**src/rtl/fpf_pkg.sv**
```systemverilog
package fpf_pkg;

	localparam int unsigned MAX_PAYLOAD = 47;

	localparam logic [7:0]  PREAMBLE_BYTE = 8'hAA;
	localparam logic [15:0] CRC_POLY      = 16'h1021;

	localparam logic [4:0]  PREAMBLE_RESET = 5'd5;
	localparam logic [23:0] SYNC_RESET     = 24'hC194C1;
	localparam logic [15:0] SEED_RESET     = 16'h1D0F;

	localparam logic [4:0]  PREAMBLE_MIN = 5'd1;
	localparam logic [4:0]  PREAMBLE_MAX = 5'd16;
	localparam logic [4:0]  SYNC_BYTES   = 5'd3;

	typedef enum logic [1:0] {
		REG_PREAMBLE = 2'd0,
		REG_SYNC     = 2'd1,
		REG_SEED     = 2'd2
	} reg_idx_t;

	typedef enum logic {
		FUNC_START   = 1'b0,
		FUNC_PAYLOAD = 1'b1
	} func_t;

	// byte sequence for one input word
	typedef struct packed {
		logic [4:0]  pc;
		logic [4:0]  head;
		logic [23:0] sync;
		logic [7:0]  first;
		logic [7:0]  crc_hi;
		logic [7:0]  crc_lo;
		logic        has_crc;
		logic        err;
	} job_t;

	typedef struct packed {
		logic       in_packet;
		logic [5:0] remaining;
	} ctrl_status_t;

	typedef struct packed {
		logic busy;
	} emit_status_t;

	function automatic logic [7:0] whiten_at(logic [5:0] pos);
		logic [7:0] w;
		case (pos)
			6'd0:  w = 8'hff; 6'd1:  w = 8'h87; 6'd2:  w = 8'hb8; 6'd3:  w = 8'h59;
			6'd4:  w = 8'hb7; 6'd5:  w = 8'ha1; 6'd6:  w = 8'hcc; 6'd7:  w = 8'h24;
			6'd8:  w = 8'h57; 6'd9:  w = 8'h5e; 6'd10: w = 8'h4b; 6'd11: w = 8'h9c;
			6'd12: w = 8'h0e; 6'd13: w = 8'he9; 6'd14: w = 8'hea; 6'd15: w = 8'h50;
			6'd16: w = 8'h2a; 6'd17: w = 8'hbe; 6'd18: w = 8'hb4; 6'd19: w = 8'h1b;
			6'd20: w = 8'hb6; 6'd21: w = 8'hb0; 6'd22: w = 8'h5d; 6'd23: w = 8'hf1;
			6'd24: w = 8'he6; 6'd25: w = 8'h9a; 6'd26: w = 8'he3; 6'd27: w = 8'h45;
			6'd28: w = 8'hfd; 6'd29: w = 8'h2c; 6'd30: w = 8'h53; 6'd31: w = 8'h18;
			6'd32: w = 8'h0c; 6'd33: w = 8'hca; 6'd34: w = 8'hc9; 6'd35: w = 8'hfb;
			6'd36: w = 8'h49; 6'd37: w = 8'h37; 6'd38: w = 8'he5; 6'd39: w = 8'ha8;
			6'd40: w = 8'h51; 6'd41: w = 8'h3b; 6'd42: w = 8'h2f; 6'd43: w = 8'h61;
			6'd44: w = 8'haa; 6'd45: w = 8'h72; 6'd46: w = 8'h18; 6'd47: w = 8'h84;
			6'd48: w = 8'h02; 6'd49: w = 8'h23;
			default: w = 8'h00;
		endcase
		return w;
	endfunction

	// CRC-16, MSB first
	function automatic logic [15:0] crc_feed(logic [15:0] crc, logic [7:0] b);
		logic [15:0] c;
		logic        top;
		c = crc;
		for (int i = 7; i >= 0; i--) begin
			top = c[15] ^ b[i];
			c = {c[14:0], 1'b0};
			if (top) begin
				c = c ^ CRC_POLY;
			end
		end
		return c;
	endfunction

endpackage

```
**src/rtl/fpf_ctrl.sv**
```systemverilog
module fpf_ctrl
	import fpf_pkg::*;
(
	input  logic         clk,
	input  logic         arst_n,
	input  logic         take,
	input  logic         func,
	input  logic [5:0]   payload_length,
	input  logic [7:0]   payload_byte,
	input  logic [4:0]   preamble_count,
	input  logic [23:0]  sync_pattern,
	input  logic [15:0]  crc_seed,
	output job_t         job,
	output ctrl_status_t status
);

	logic        in_packet_q;
	logic [5:0]  remaining_q;
	logic [5:0]  wpos_q;
	logic [15:0] crc_q;

	logic        in_packet_d;
	logic [5:0]  remaining_d;
	logic [5:0]  wpos_d;
	logic [15:0] crc_d;

	logic [4:0]  pc_clamped;
	logic [15:0] crc_new;
	logic [15:0] crc_inv;
	logic [5:0]  crc_pos;
	logic [5:0]  rem_dec;

	always_comb begin
		if (preamble_count < PREAMBLE_MIN) begin
			pc_clamped = PREAMBLE_MIN;
		end else if (preamble_count > PREAMBLE_MAX) begin
			pc_clamped = PREAMBLE_MAX;
		end else begin
			pc_clamped = preamble_count;
		end
	end

	always_comb begin
		in_packet_d = in_packet_q;
		remaining_d = remaining_q;
		wpos_d      = wpos_q;
		crc_d       = crc_q;
		rem_dec     = remaining_q - 6'd1;
		crc_new     = '0;
		crc_pos     = '0;

		job         = '0;
		job.sync    = sync_pattern;

		if (func == FUNC_START) begin
			if (payload_length > 6'(MAX_PAYLOAD)) begin
				job.err     = 1'b1;
				in_packet_d = 1'b0;
				remaining_d = '0;
				wpos_d      = '0;
			end else begin
				crc_new     = crc_feed(crc_seed, {2'b00, payload_length});
				crc_pos     = 6'd1;
				job.pc      = pc_clamped;
				job.head    = pc_clamped + SYNC_BYTES;
				job.first   = {2'b00, payload_length} ^ whiten_at(6'd0);
				job.has_crc = (payload_length == 6'd0);
				crc_d       = crc_new;
				if (payload_length == 6'd0) begin
					in_packet_d = 1'b0;
					remaining_d = '0;
					wpos_d      = '0;
				end else begin
					in_packet_d = 1'b1;
					remaining_d = payload_length;
					wpos_d      = 6'd1;
				end
			end
		end else begin
			if (!in_packet_q || remaining_q == 6'd0) begin
				job.err = 1'b1;
			end else begin
				crc_new     = crc_feed(crc_q, payload_byte);
				crc_pos     = wpos_q + 6'd1;
				job.first   = payload_byte ^ whiten_at(wpos_q);
				job.has_crc = (rem_dec == 6'd0);
				crc_d       = crc_new;
				if (rem_dec == 6'd0) begin
					in_packet_d = 1'b0;
					remaining_d = '0;
					wpos_d      = '0;
				end else begin
					remaining_d = rem_dec;
					wpos_d      = wpos_q + 6'd1;
				end
			end
		end

		crc_inv    = ~crc_new;
		job.crc_hi = crc_inv[15:8] ^ whiten_at(crc_pos);
		job.crc_lo = crc_inv[7:0] ^ whiten_at(crc_pos + 6'd1);
	end

	always_ff @(posedge clk or negedge arst_n) begin
		if (!arst_n) begin
			in_packet_q <= 1'b0;
			remaining_q <= '0;
			wpos_q      <= '0;
			crc_q       <= '0;
		end else if (take) begin
			in_packet_q <= in_packet_d;
			remaining_q <= remaining_d;
			wpos_q      <= wpos_d;
			crc_q       <= crc_d;
		end
	end

	assign status.in_packet = in_packet_q;
	assign status.remaining = remaining_q;

endmodule

```
**src/rtl/fpf_emit.sv**
```systemverilog
module fpf_emit
	import fpf_pkg::*;
(
	input  logic         clk,
	input  logic         arst_n,
	input  logic         load,
	input  job_t         job,
	output logic         can_load,
	output logic         out_valid,
	input  logic         out_ready,
	output logic [7:0]   out_byte,
	output logic         end_of_packet,
	output logic         frame_error,
	output emit_status_t status
);

	job_t        job_s1;
	logic        job_v_s1;
	logic [4:0]  cnt_q;

	logic        out_valid_q;
	logic [7:0]  out_byte_q;
	logic        eop_q;
	logic        err_q;

	logic        adv;
	logic        last;
	logic [4:0]  head_p1;
	logic [4:0]  head_p2;
	logic [4:0]  sync_sel;
	logic [7:0]  sel_byte;
	logic        sel_eop;
	logic        sel_err;

	assign head_p1 = job_s1.head + 5'd1;
	assign head_p2 = job_s1.head + 5'd2;
	assign adv     = job_v_s1 && (!out_valid_q || out_ready);
	assign last    = (cnt_q == job_s1.head && !job_s1.has_crc) || (cnt_q == head_p2);
	assign can_load = !job_v_s1 || (adv && last);
	assign sync_sel = cnt_q - job_s1.pc;

	always_comb begin
		sel_eop = 1'b0;
		sel_err = 1'b0;
		if (cnt_q < job_s1.pc) begin
			sel_byte = PREAMBLE_BYTE;
		end else if (cnt_q < job_s1.head) begin
			case (sync_sel[1:0])
				2'd0:    sel_byte = job_s1.sync[23:16];
				2'd1:    sel_byte = job_s1.sync[15:8];
				default: sel_byte = job_s1.sync[7:0];
			endcase
		end else if (cnt_q == job_s1.head) begin
			sel_byte = job_s1.first;
			sel_err  = job_s1.err;
		end else if (cnt_q == head_p1) begin
			sel_byte = job_s1.crc_hi;
		end else begin
			sel_byte = job_s1.crc_lo;
			sel_eop  = 1'b1;
		end
	end

	always_ff @(posedge clk or negedge arst_n) begin
		if (!arst_n) begin
			job_v_s1 <= 1'b0;
			cnt_q    <= '0;
		end else if (load) begin
			job_v_s1 <= 1'b1;
			cnt_q    <= '0;
		end else if (adv && last) begin
			job_v_s1 <= 1'b0;
		end else if (adv) begin
			cnt_q <= cnt_q + 5'd1;
		end
	end

	always_ff @(posedge clk) begin
		if (load) begin
			job_s1 <= job;
		end
	end

	always_ff @(posedge clk or negedge arst_n) begin
		if (!arst_n) begin
			out_valid_q <= 1'b0;
		end else if (adv) begin
			out_valid_q <= 1'b1;
		end else if (out_ready) begin
			out_valid_q <= 1'b0;
		end
	end

	always_ff @(posedge clk) begin
		if (adv) begin
			out_byte_q <= sel_byte;
			eop_q      <= sel_eop;
			err_q      <= sel_err;
		end
	end

	assign out_valid     = out_valid_q;
	assign out_byte      = out_byte_q;
	assign end_of_packet = eop_q;
	assign frame_error   = err_q;
	assign status.busy   = job_v_s1;

endmodule

```
**src/rtl/fsk_packet_framer_core.sv**
```systemverilog
// channel | signals                                        | dir
// --------+------------------------------------------------+-----
// in      | in_valid in_ready func payload_length payload_byte | in
// out     | out_valid out_ready out_byte end_of_packet frame_error | out
// cfg     | cfg_valid cfg_ready cfg_index cfg_data          | in
//
// One output byte per cycle while out_ready does not hold the output register.
// A start word emits the clamped preamble count + 4 bytes (+2 for length 0), a
// payload word 1 byte (3 on the last byte), an error 1. The next input word is
// taken in the cycle the current word's last byte loads the output register.
// Reset clears control state only; config registers come up at defaults.
// cfg_ready is always high.
module fsk_packet_framer_core
	import fpf_pkg::*;
(
	input  logic        clk,
	input  logic        arst_n,
	input  logic        in_valid,
	output logic        in_ready,
	input  logic        func,
	input  logic [5:0]  payload_length,
	input  logic [7:0]  payload_byte,
	output logic        out_valid,
	input  logic        out_ready,
	output logic [7:0]  out_byte,
	output logic        end_of_packet,
	output logic        frame_error,
	input  logic        cfg_valid,
	output logic        cfg_ready,
	input  logic [1:0]  cfg_index,
	input  logic [23:0] cfg_data
);

	logic [4:0]   preamble_q;
	logic [23:0]  sync_q;
	logic [15:0]  seed_q;

	logic         take;
	logic         can_load;
	job_t         job;
	ctrl_status_t ctrl_st;
	emit_status_t emit_st;

	assign cfg_ready = 1'b1;
	assign take      = in_valid && can_load;
	assign in_ready  = can_load;

	always_ff @(posedge clk or negedge arst_n) begin
		if (!arst_n) begin
			preamble_q <= PREAMBLE_RESET;
			sync_q     <= SYNC_RESET;
			seed_q     <= SEED_RESET;
		end else if (cfg_valid && cfg_ready) begin
			unique case (cfg_index)
				REG_PREAMBLE: preamble_q <= cfg_data[4:0];
				REG_SYNC:     sync_q     <= cfg_data;
				REG_SEED:     seed_q     <= cfg_data[15:0];
				default: ;
			endcase
		end
	end

	fpf_ctrl u_ctrl (
		.clk            (clk),
		.arst_n         (arst_n),
		.take           (take),
		.func           (func),
		.payload_length (payload_length),
		.payload_byte   (payload_byte),
		.preamble_count (preamble_q),
		.sync_pattern   (sync_q),
		.crc_seed       (seed_q),
		.job            (job),
		.status         (ctrl_st)
	);

	fpf_emit u_emit (
		.clk           (clk),
		.arst_n        (arst_n),
		.load          (take),
		.job           (job),
		.can_load      (can_load),
		.out_valid     (out_valid),
		.out_ready     (out_ready),
		.out_byte      (out_byte),
		.end_of_packet (end_of_packet),
		.frame_error   (frame_error),
		.status        (emit_st)
	);

`ifndef NO_ASSERTIONS
	a_eop_not_err: assert property (@(posedge clk) disable iff (!arst_n)
		out_valid |-> !(end_of_packet && frame_error))
		else $error("end_of_packet and frame_error together");

	a_pkt_remaining: assert property (@(posedge clk) disable iff (!arst_n)
		ctrl_st.in_packet == (ctrl_st.remaining != 6'd0))
		else $error("packet state and byte count disagree");

	a_emit_progress: assert property (@(posedge clk) disable iff (!arst_n)
		(emit_st.busy && !out_valid) |=> out_valid)
		else $error("pending word did not reach output register");

	a_idle_ready: assert property (@(posedge clk) disable iff (!arst_n)
		!emit_st.busy |-> in_ready)
		else $error("input stalled while sequencer idle");
`endif

endmodule
```
**config.mk**
```make
export PLATFORM = sky130hd
export DESIGN_NAME = fsk_packet_framer_core
export DESIGN_NICKNAME = d
export VERILOG_FILES = /design/src/rtl/fpf_pkg.sv /design/src/rtl/fpf_ctrl.sv /design/src/rtl/fpf_emit.sv /design/src/rtl/fsk_packet_framer_core.sv
export SDC_FILE = /design/constraint.sdc
export NUM_CORES = 1
export LEC_CHECK = 0
export BUFFER_PORTS_ARGS = -buffer_cell sky130_fd_sc_hd__buf_2
export CORE_UTILIZATION = 35
export DETAILED_ROUTE_END_ITERATION = 8
export PLACE_DENSITY_LB_ADDON = 0.3
export SLEW_MARGIN = 15
export SYNTH_ARGS = -nofsm -noshare
export SYNTH_HDL_FRONTEND = slang
export SYNTH_SLANG_ARGS = --single-unit
```
**constraint.sdc**
```tcl
create_clock -name clk -period 6.3 [get_ports clk]
set_input_delay 0.63 -clock clk [delete_from_list [all_inputs] [get_ports clk]]
set_output_delay 0.63 -clock clk [all_outputs]
set_load 0.005 [all_outputs]
```
==> qor.txt, run 1 <==
Status -> complete, no violations
Slowest stage cell on the critical path -> nor2_2
Final cycle utilization of the critical path -> 0.838
Final ANT Viol Nets -> 0
Leak -> 0.00442 µW
Avg Inst Size Synth -> 9.70 µm²
Synth Warn # -> 0
Crit end category -> flop
Starting Density -> 0.355
HP Class -> input pin to flop
Layout Nets -> 1,187
Clk slew on worst S/H paths -> 80 ps
CTS resizes -> 0
Num CTS Buffers -> 17
Clock Sinks -> 151
Most frequent cells in the layout -> 84 x nor2_1, 73 x nand2_1, 70 x edfxtp_1
Vias -> 8,801
GR peak layer -> met1
Max VDD drop -> 0.000239 V
Number of antenna violations at the first check in global routing -> 0
Max_cap viols -> 0
Grt met3 use -> 0.0452
Antenna cell count -> 0
Fin. max-slew vios -> 0
CTS tree -> done
Crit-path max FO -> 18
Post-CTS setup buffer count -> 0
Ys flop type -> edfxtp_1
Placement-stage cell area -> 11,100 µm²
Area of the mapped netlist -> 10,500 µm²
Critical Path AT -> 5450 ps
Worst skew pair latency -> 440 ps
Cell family with most CP delay -> simple AND/OR/NAND/NOR gates
RSZ-0062 raised after global routing -> no
Cells after DPL -> 1,478
Wire per inst -> 20.6 µm
Final std cells w/o fill -> 1,511
Final TNS setup -> 0 ps
Slew HR -> 0.327
GPL Wtd Cong -> 0.955
Largest net degree at the start of global routing -> 75
Kind of critical path -> flop to flop
Area leader, netlist -> edfxtp_1
Post-route setup slack -> 1020 ps
Yosys top cell area share -> 0.200
P&R area growth vs syn -> 11.8%
CTS root buf -> clkbuf_16
DR pass1 iterations -> 5
Detailed Place HPWL -> 22,400 µm
Synth Instances -> 1,085
Synth top area cells -> edfxtp_1 20%, dfrtp_1 15%, mux2_2 5.9%
Global-route wire length before repair -> 48,300 µm
Num ports -> 59
Flops & latches, synth -> 151
Drt drc -> 0
Layout Skew -> 17.6 ps
EDFF count, synth -> 70
Cts hold-fix bufs -> 0
H-tree depth -> 4
Max Clk Rate -> 0.189 GHz
Share of flip-flops with an asynchronous set or reset -> 0.536
Die height -> 175 µm
DR iter-0 viols -> 1,025
Design area -> 11,800 µm²
GRT Overall Usage -> 0.204
Fin Hold WS -> 417 ps
Vias in the first global route -> 8,180
Worst-margin pin slew -> 1010 ps
Met1 GRT Util -> 0.294
GRT overflow -> 0
Most common cell after layout, fill and taps aside -> nor2_1
Final min period -> 5280 ps
Final setup fails -> 0
Hold Violations, Final -> 0
Die width -> 175 µm
Drt via density -> 5.82
Slowest cell delay on critical path -> 610 ps
Layout cells sized above 1 -> 0.194
Core ar. -> 29,600 µm²
CP required -> 6470 ps
Number of I/O port buffers -> 57
P per Cell Area -> 403 nW/µm²
Sequential area share after synthesis -> 0.395
Total routed wirelength -> 31,100 µm
Syn nets -> 1,164
CP Cell Sequence -> inv_1 -> ha_1 -> nor3b_4 -> a211oi_1 -> buf_4 -> nor2_1 -> inv_1 -> ha_1 -> nor3b_1 -> a211o_1 -> nor2_2 -> a221oi_2 -> or3_4 -> a2111oi_4 -> o22ai_1
Std-Cell Rows -> 63
Dpl ws -> 1140 ps
Die area -> 30,800 µm²
Buf/Inv on CP -> 3
Clock Path Buffers -> 2
Met2 usage in global routing -> 0.290
Critical Path Start Type -> flop
Synth cell types -> 88
Layout fillers -> 2,957
[where the power goes]
group	total [µW]	switching (µW)	internal [µW]
sequential	1450	150	1300
combinational	2260	1380	885
clock	1030	492	535
total	4740	2020	2720
[metrics by stage]
| step | power (µW) | utilization |
|---|---|---|
| global route | 5030 | 0.397 |
| detailed placement | 3700 | 0.376 |
| floorplan | 3050 | - |
| CTS | 4720 | 0.396 |
| finish | 4740 | 0.397 |
| global placement | 3680 | 0.376 |
[synthesized netlist by cell type (5+ instances only)]
cell      number
nor2_1        84
nand2_1       73
edfxtp_1      70
o21ai_0       69
dfrtp_1       62
xnor2_1       58
mux2_2        55
a21oi_1       54
clkbuf_1      47
ha_1          33
nor3_1        32
xor2_1        32
mux2i_1       30
nand3_1       24
inv_1         23
o22ai_1       23
a211oi_1      21
dfstp_2       19
nand2b_1      18
buf_2         17
a31oi_1       16
o211ai_1      15
a21o_1        12
nor2b_1       11
o31ai_1       11
a211o_1       10
and2_1        10
nor4_1         9
a311oi_1       8
nor3b_1        8
a22oi_1        7
and3_1         7
o32ai_1        7
buf_4          6
nand3b_1       5
nand4_1        5
o21a_1         5
[path summary, 6_finish.rpt]
check	depth (start not counted)	start	end	slack, ps
setup / recovery	15	u_ctrl.remaining_q[0]	u_emit.job_s1[4]	1020
hold / removal	2	cfg_data[18]	sync_q[18]	420
setup reg to reg	15	u_ctrl.remaining_q[0]	u_emit.job_s1[4]	1020
hold reg to reg	0	sync_q[11]	u_emit.job_s1[37]	440
max in group asynchronous	3	arst_n	u_ctrl.remaining_q[4]	4540
min in group asynchronous	2	arst_n	u_emit.cnt_q[1]	550
[layout make-up]
type	instances	area [µm²]	share of cell area
clock buffers	17	425	0.0362
clock inverters	15	175	0.0149
inverters	26	97.6	0.00830
multi-input cells	833	5970	0.507
flip-flops and latches	151	4150	0.353
well taps	390	488	0.0415
repair buffers	79	455	0.0387
[flip-flops by register name, indices dropped and copies added, names as in the netlist, 5 cells and up]
signal and cells:
u_ctrl.remaining_q 6, u_emit.job_s1 60, u_emit.cnt_q 5, u_ctrl.wpos_q 6, u_ctrl.crc_q 16, u_emit.out_byte 8, sync_q 24, seed_q 16
preamble_q 5
[routing by layer]
metal | vias up | share of wire
met5 | - | 0
met4 | 0 | 0.038
met3 | 61 | 0.073
met2 | 410 | 0.43
met1 | 4231 | 0.46
li1 | 4099 | -
[logic make-up after synthesis]
logic type      synth area share
flops                      0.395
fa+ha+maj                 0.0392
buf+inv                   0.0409
mux                       0.0930
other cells             0.000356
xor+xnor                  0.0848
compound gates             0.204
simple gates               0.143
No activity file was read; power rests on OpenSTA's default activity.
==> run 2, diff against run 1 <==
clock period = 5.3 ns   (was 6.3 ns; I/O delays follow)
==> run 2 against run 1 <==
  * The flow now finishes with violations (hold timing)
  * Sequential power is 19% higher
  * Worst hold slack worse by 420 ps
  * First-iteration DRC count down 9.2%
  * Combinational power rose by 19%
  * Power grew 20%
  * Clock-buffer cell count unchanged
  * Via count did not move
  * Non-clock buffer count is 4 higher
  * Clock power grew 22%
  * Critical path depth did not move
==> qor.txt, run 2 (synthesis results as in run 1) <==
P per Cell Area -> 482 nW/µm²
Global-route wire length before repair -> 48,300 µm
CTS resizes -> 0
RSZ-0062 raised after global routing -> no
Detailed Place HPWL -> 22,500 µm
Final cycle utilization of the critical path -> 0.896
Clk slew on worst S/H paths -> 70 ps
DR pass1 iterations -> 8
CP required -> 5470 ps
CTS tree -> done
Post-CTS setup buffer count -> 0
Worst-margin pin slew -> 881 ps
Area of the multi-input gates -> 5960 µm²
Number of antenna violations at the first check in global routing -> 0
Fin. max-slew vios -> 0
Register Area -> 4150 µm²
GRT Overall Usage -> 0.204
R2r startpoint -> u_ctrl.remaining_q[0]
Layout Nets -> 1,191
Cts hold-fix bufs -> 0
Kind of critical path -> flop to flop
Hold Violations, Final -> 5
Layout cells sized above 1 -> 0.197
Drt via density -> 5.81
Critical Path Start Type -> flop
Worst reg-to-reg setup slack -> 550 ps
Crit end category -> flop
Most frequent cells in the layout -> 84 x nor2_1, 73 x nand2_1, 70 x edfxtp_1
Most common cell after layout, fill and taps aside -> nor2_1
Num ports -> 59
Largest net degree at the start of global routing -> 61
Antenna cell count -> 0
Max reg flops -> 60
R2R cell count -> 15
Wire per inst -> 20.7 µm
GRT overflow -> 0
Fin Hold WS -> -0.732 ps
Drt drc -> 0
H-tree depth -> 4
Num CTS Buffers -> 17
Die width -> 175 µm
Worst reg2reg path endpoint -> u_emit.job_s1[4]
Final setup fails -> 0
Number of I/O port buffers -> 57
Worst skew pair latency -> 440 ps
Die area -> 30,800 µm²
Std-Cell Rows -> 63
Dpl ws -> 707 ps
Slew HR -> 0.411
P&R area growth vs syn -> 12.0%
Layout Skew -> 26.9 ps
Critical Path AT -> 4920 ps
Die height -> 175 µm
Vias in the first global route -> 8,177
Final ANT Viol Nets -> 0
Clock Path Buffers -> 2
Total routed wirelength -> 31,300 µm
Layout fillers -> 2,911
Top flop regs -> u_emit.job_s1 (60), sync_q (24)
Max_cap viols -> 0
Violated checks -> hold timing
Max Clk Rate -> 0.211 GHz
HP Class -> input pin to asynchronous set/reset pin
Max VDD drop -> 0.000263 V
DR iter-0 viols -> 931
Starting Density -> 0.355
Post-route setup slack -> 551 ps
Biggest register -> u_emit.job_s1
Clock Sinks -> 151
Leak -> 0.00444 µW
CTS root buf -> clkbuf_16
Vias -> 8,801
Status -> finished, violations left
Core ar. -> 29,600 µm²
Final min period -> 4750 ps
Final TNS setup -> 0 ps
GPL Wtd Cong -> 0.963
Crit-path max FO -> 10
run 2: changes by cell type in the layout (fill, tap and decap cells not counted), sizes merged:
cell and delta:
buf +5, bufinv +1, clkinv -4, dlygate4sd3 -1, inv +3
run 2: area by class of cell:
type                    instances  area share
clock buffers                  17      0.0361
clock inverters                15      0.0152
inverters                      26     0.00828
multi-input cells             833       0.506
flip-flops and latches        151       0.352
well taps                     390      0.0414
repair buffers                 83      0.0410
run 2: metal layers:
metal | part of all wire | track usage | up-vias
li1 | - | - | 4091
met1 | 0.46 | 0.293 | 4222
met2 | 0.44 | 0.300 | 424
met3 | 0.072 | 0.0394 | 64
met4 | 0.035 | 0.0833 | 0
met5 | 0 | 0 | -
run 2: worst max path at each step:
stage                          startpoint          endpoint  slack [ps]  depth (start not counted)
finish              u_ctrl.remaining_q[0]  u_emit.job_s1[4]         550                         15
global route        u_ctrl.remaining_q[0]  u_emit.job_s1[4]         280                         15
CTS                 u_ctrl.remaining_q[0]  u_emit.job_s1[4]         660                         15
detailed placement  u_ctrl.remaining_q[0]  u_emit.job_s1[4]         710                         15
global placement    u_ctrl.remaining_q[0]  u_emit.job_s1[4]         880                         15
floorplan           u_ctrl.remaining_q[0]  u_emit.job_s1[4]        1160                         14
run 2: through the flow:
stage	util	total power [µW]	cell area (µm²)	cells
2_1_floorplan	-	3630	10500	1085
3_3_place_gp	0.377	4380	11200	1483
3_5_place_dp	0.377	4390	11200	1483
4_1_cts	0.398	5660	11800	1515
5_1_grt	0.398	6010	11800	1515
6_report	0.398	5670	11800	1515
run 2: report_power, final:
| part | internal, µW | leakage [µW] | switching (µW) | total, µW |
|---|---|---|---|---|
| registers | 1540 | 0.00158 | 181 | 1720 |
| clock network | 680 | 0.000296 | 578 | 1260 |
| logic | 1060 | 0.00256 | 1640 | 2690 |
run 2: worst max-delay path, stage by stage (launching register included):
cell	delay, ps
dfrtp_1	420
inv_1	100
ha_1	220
nor3b_4	190
a211oi_1	700
nor2_1	90
buf_4	210
inv_1	190
ha_1	320
nor3b_1	360
a211oi_2	200
a211oi_4	440
a221oi_2	120
or3_4	440
a2111oi_4	350
o22ai_1	120
==> run 3, diff against run 2 <==
ABC_CLOCK_PERIOD_IN_PS = 5300   (was default)
BUFFER_PORTS_ARGS = -buffer_cell sky130_fd_sc_hd__clkbuf_2   (was -buffer_cell sky130_fd_sc_hd__buf_2)
CORE_UTILIZATION = 40   (was 35)
==> run 3 against run 2 <==
  * The flow now finishes without violations
  * First-iteration DRC count is 5.5% lower
  * Die area fell by 12%
  * Clock power hardly changed
  * Maximum frequency up 0.81%
  * Sequential share of layout area grew 0.14 points
  * Register-to-register slack better by 40 ps
  * Worst hold slack improved by 310 ps
  * Via count rose by 0.51%
  * Design area decreased by 0.38%
  * Critical path type unchanged
  * Largest cell class unchanged
  * Largest power group unchanged
==> qor.txt, run 3 (synthesis results as in run 1) <==
Total routed wirelength -> 30,100 µm
Cells after DPL -> 1,422
Kind of critical path -> flop to flop
Layout cells sized above 1 -> 0.196
Layout Nets -> 1,191
P per Cell Area -> 479 nW/µm²
Largest net degree at the start of global routing -> 74
RSZ-0062 raised after global routing -> no
Antenna cell count -> 0
Crit end category -> flop
Num ports -> 59
Finished Core Util -> 0.461
Vias in the first global route -> 8,277
Wire per inst -> 20.7 µm
Biggest register -> u_emit.job_s1
CP required -> 5470 ps
Global-route wire length before repair -> 47,600 µm
Drt via density -> 6.08
Number of I/O port buffers -> 57
Worst-margin pin slew -> 972 ps
Layout fillers -> 2,397
GPL Wtd Cong -> 0.974
Core ar. -> 25,500 µm²
Clock Path Buffers -> 2
Die area -> 27,000 µm²
CTS root buf -> clkbuf_16
Std-Cell Rows -> 58
Final setup fails -> 0
Die height -> 164 µm
Num CTS Buffers -> 17
DR pass1 iterations -> 5
Final min period -> 4710 ps
Status -> complete, no violations
Clock Sinks -> 151
Number of antenna violations at the first check in global routing -> 0
Post-CTS setup buffer count -> 0
Critical Path Start Type -> flop
Layout Skew -> 18.9 ps
HP Class -> input pin to flop
Final std cells w/o fill -> 1,455
GRT Overall Usage -> 0.231
Detailed Place HPWL -> 21,900 µm
Max Clk Rate -> 0.212 GHz
Final cycle utilization of the critical path -> 0.889
GRT overflow -> 0
Drt drc -> 0
Clk slew on worst S/H paths -> 80 ps
DR iter-0 viols -> 880
CTS resizes -> 0
Max reg flops -> 60
Slew HR -> 0.352
Leak -> 0.00446 µW
Max VDD drop -> 0.000253 V
Top flop regs -> u_emit.job_s1 (60), sync_q (24)
Starting Density -> 0.413
P&R area growth vs syn -> 11.6%
Max_cap viols -> 0
Hold Violations, Final -> 0
CTS tree -> done
Critical Path AT -> 4880 ps
Most common cell after layout, fill and taps aside -> nor2_1
Most frequent cells in the layout -> 84 x nor2_1, 73 x nand2_1, 70 x edfxtp_1
R2R cell count -> 15
Final ANT Viol Nets -> 0
Crit-path max FO -> 10
Tot Pwr -> 5630 µW
Hold Path Depth -> 2
H-tree depth -> 4
Die width -> 164 µm
Worst skew pair latency -> 440 ps
Final TNS setup -> 0 ps
Fin. max-slew vios -> 0
Vias -> 8,846
-- run 3: cell types whose count changed in the layout (fill, tap and decap cells not counted), sizes merged --
cell         change
bufinv           -1
clkbuf          +56
inv              -4
buf             -57
clkinvlp         -1
dlygate4sd3      +1
clkinv           +6
-- run 3: worst paths after layout --
check,slack (ps),to,from
min in group asynchronous,460,u_emit.cnt_q[3],arst_n
min,310,sync_q[17],cfg_data[17]
max,590,u_emit.job_s1[4],u_ctrl.remaining_q[0]
min reg2reg,440,u_emit.job_s1[30],sync_q[4]
max reg2reg,590,u_emit.job_s1[4],u_ctrl.remaining_q[0]
max in group asynchronous,3660,u_ctrl.remaining_q[5],arst_n
-- run 3: critical path, stage by stage (launching register included) --
cell	delay, ps
dfrtp_1	410
inv_1	100
ha_1	210
nor3b_4	190
a211oi_1	700
nor2_1	80
buf_4	210
inv_1	200
ha_1	320
nor3b_1	350
a211oi_2	200
a211oi_4	430
a221oi_2	110
or3_4	430
a2111oi_4	350
o22ai_1	140
-- run 3: timing repair --
| item | in CTS | in global routing |
|---|---|---|
| hold buffers | 1 | 0 |
| setup endpoints to repair | 0 | 0 |
| hold endpoints to repair | 8 | 0 |
-- run 3: final cells by class --
| type | instances | area [µm²] | area share |
|---|---|---|---|
| multi-input combinational | 833 | 5960 | 0.508 |
| sequential | 151 | 4150 | 0.354 |
| timing repair buffer | 83 | 498 | 0.0424 |
| clock buffer | 17 | 425 | 0.0362 |
| tap | 330 | 413 | 0.0352 |
| clock inverter | 15 | 194 | 0.0165 |
| inverter | 26 | 97.6 | 0.00831 |
-- run 3: power breakdown --
group / switching [µW] / internal, µW
logic: 1610 / 1060
registers: 178 / 1540
clock network: 589 / 645
total: 2380 / 3250
-- run 3: layer usage --
| layer | track usage | share of wire |
|---|---|---|
| met2 | 0.340 | 0.44 |
| met3 | 0.0396 | 0.066 |
| met1 | 0.335 | 0.46 |
| met5 | 0 | 0 |
| met4 | 0.0863 | 0.035 |
-- run 3: metrics by stage --
step	worst slack, ps	cell area [µm²]	hold WS (ps)
final	589	11700	314
after global routing	330	11700	313
after CTS	665	11700	308
after detailed placement	688	11100	373
after global placement	919	11100	370
after floorplan	1160	10500	234
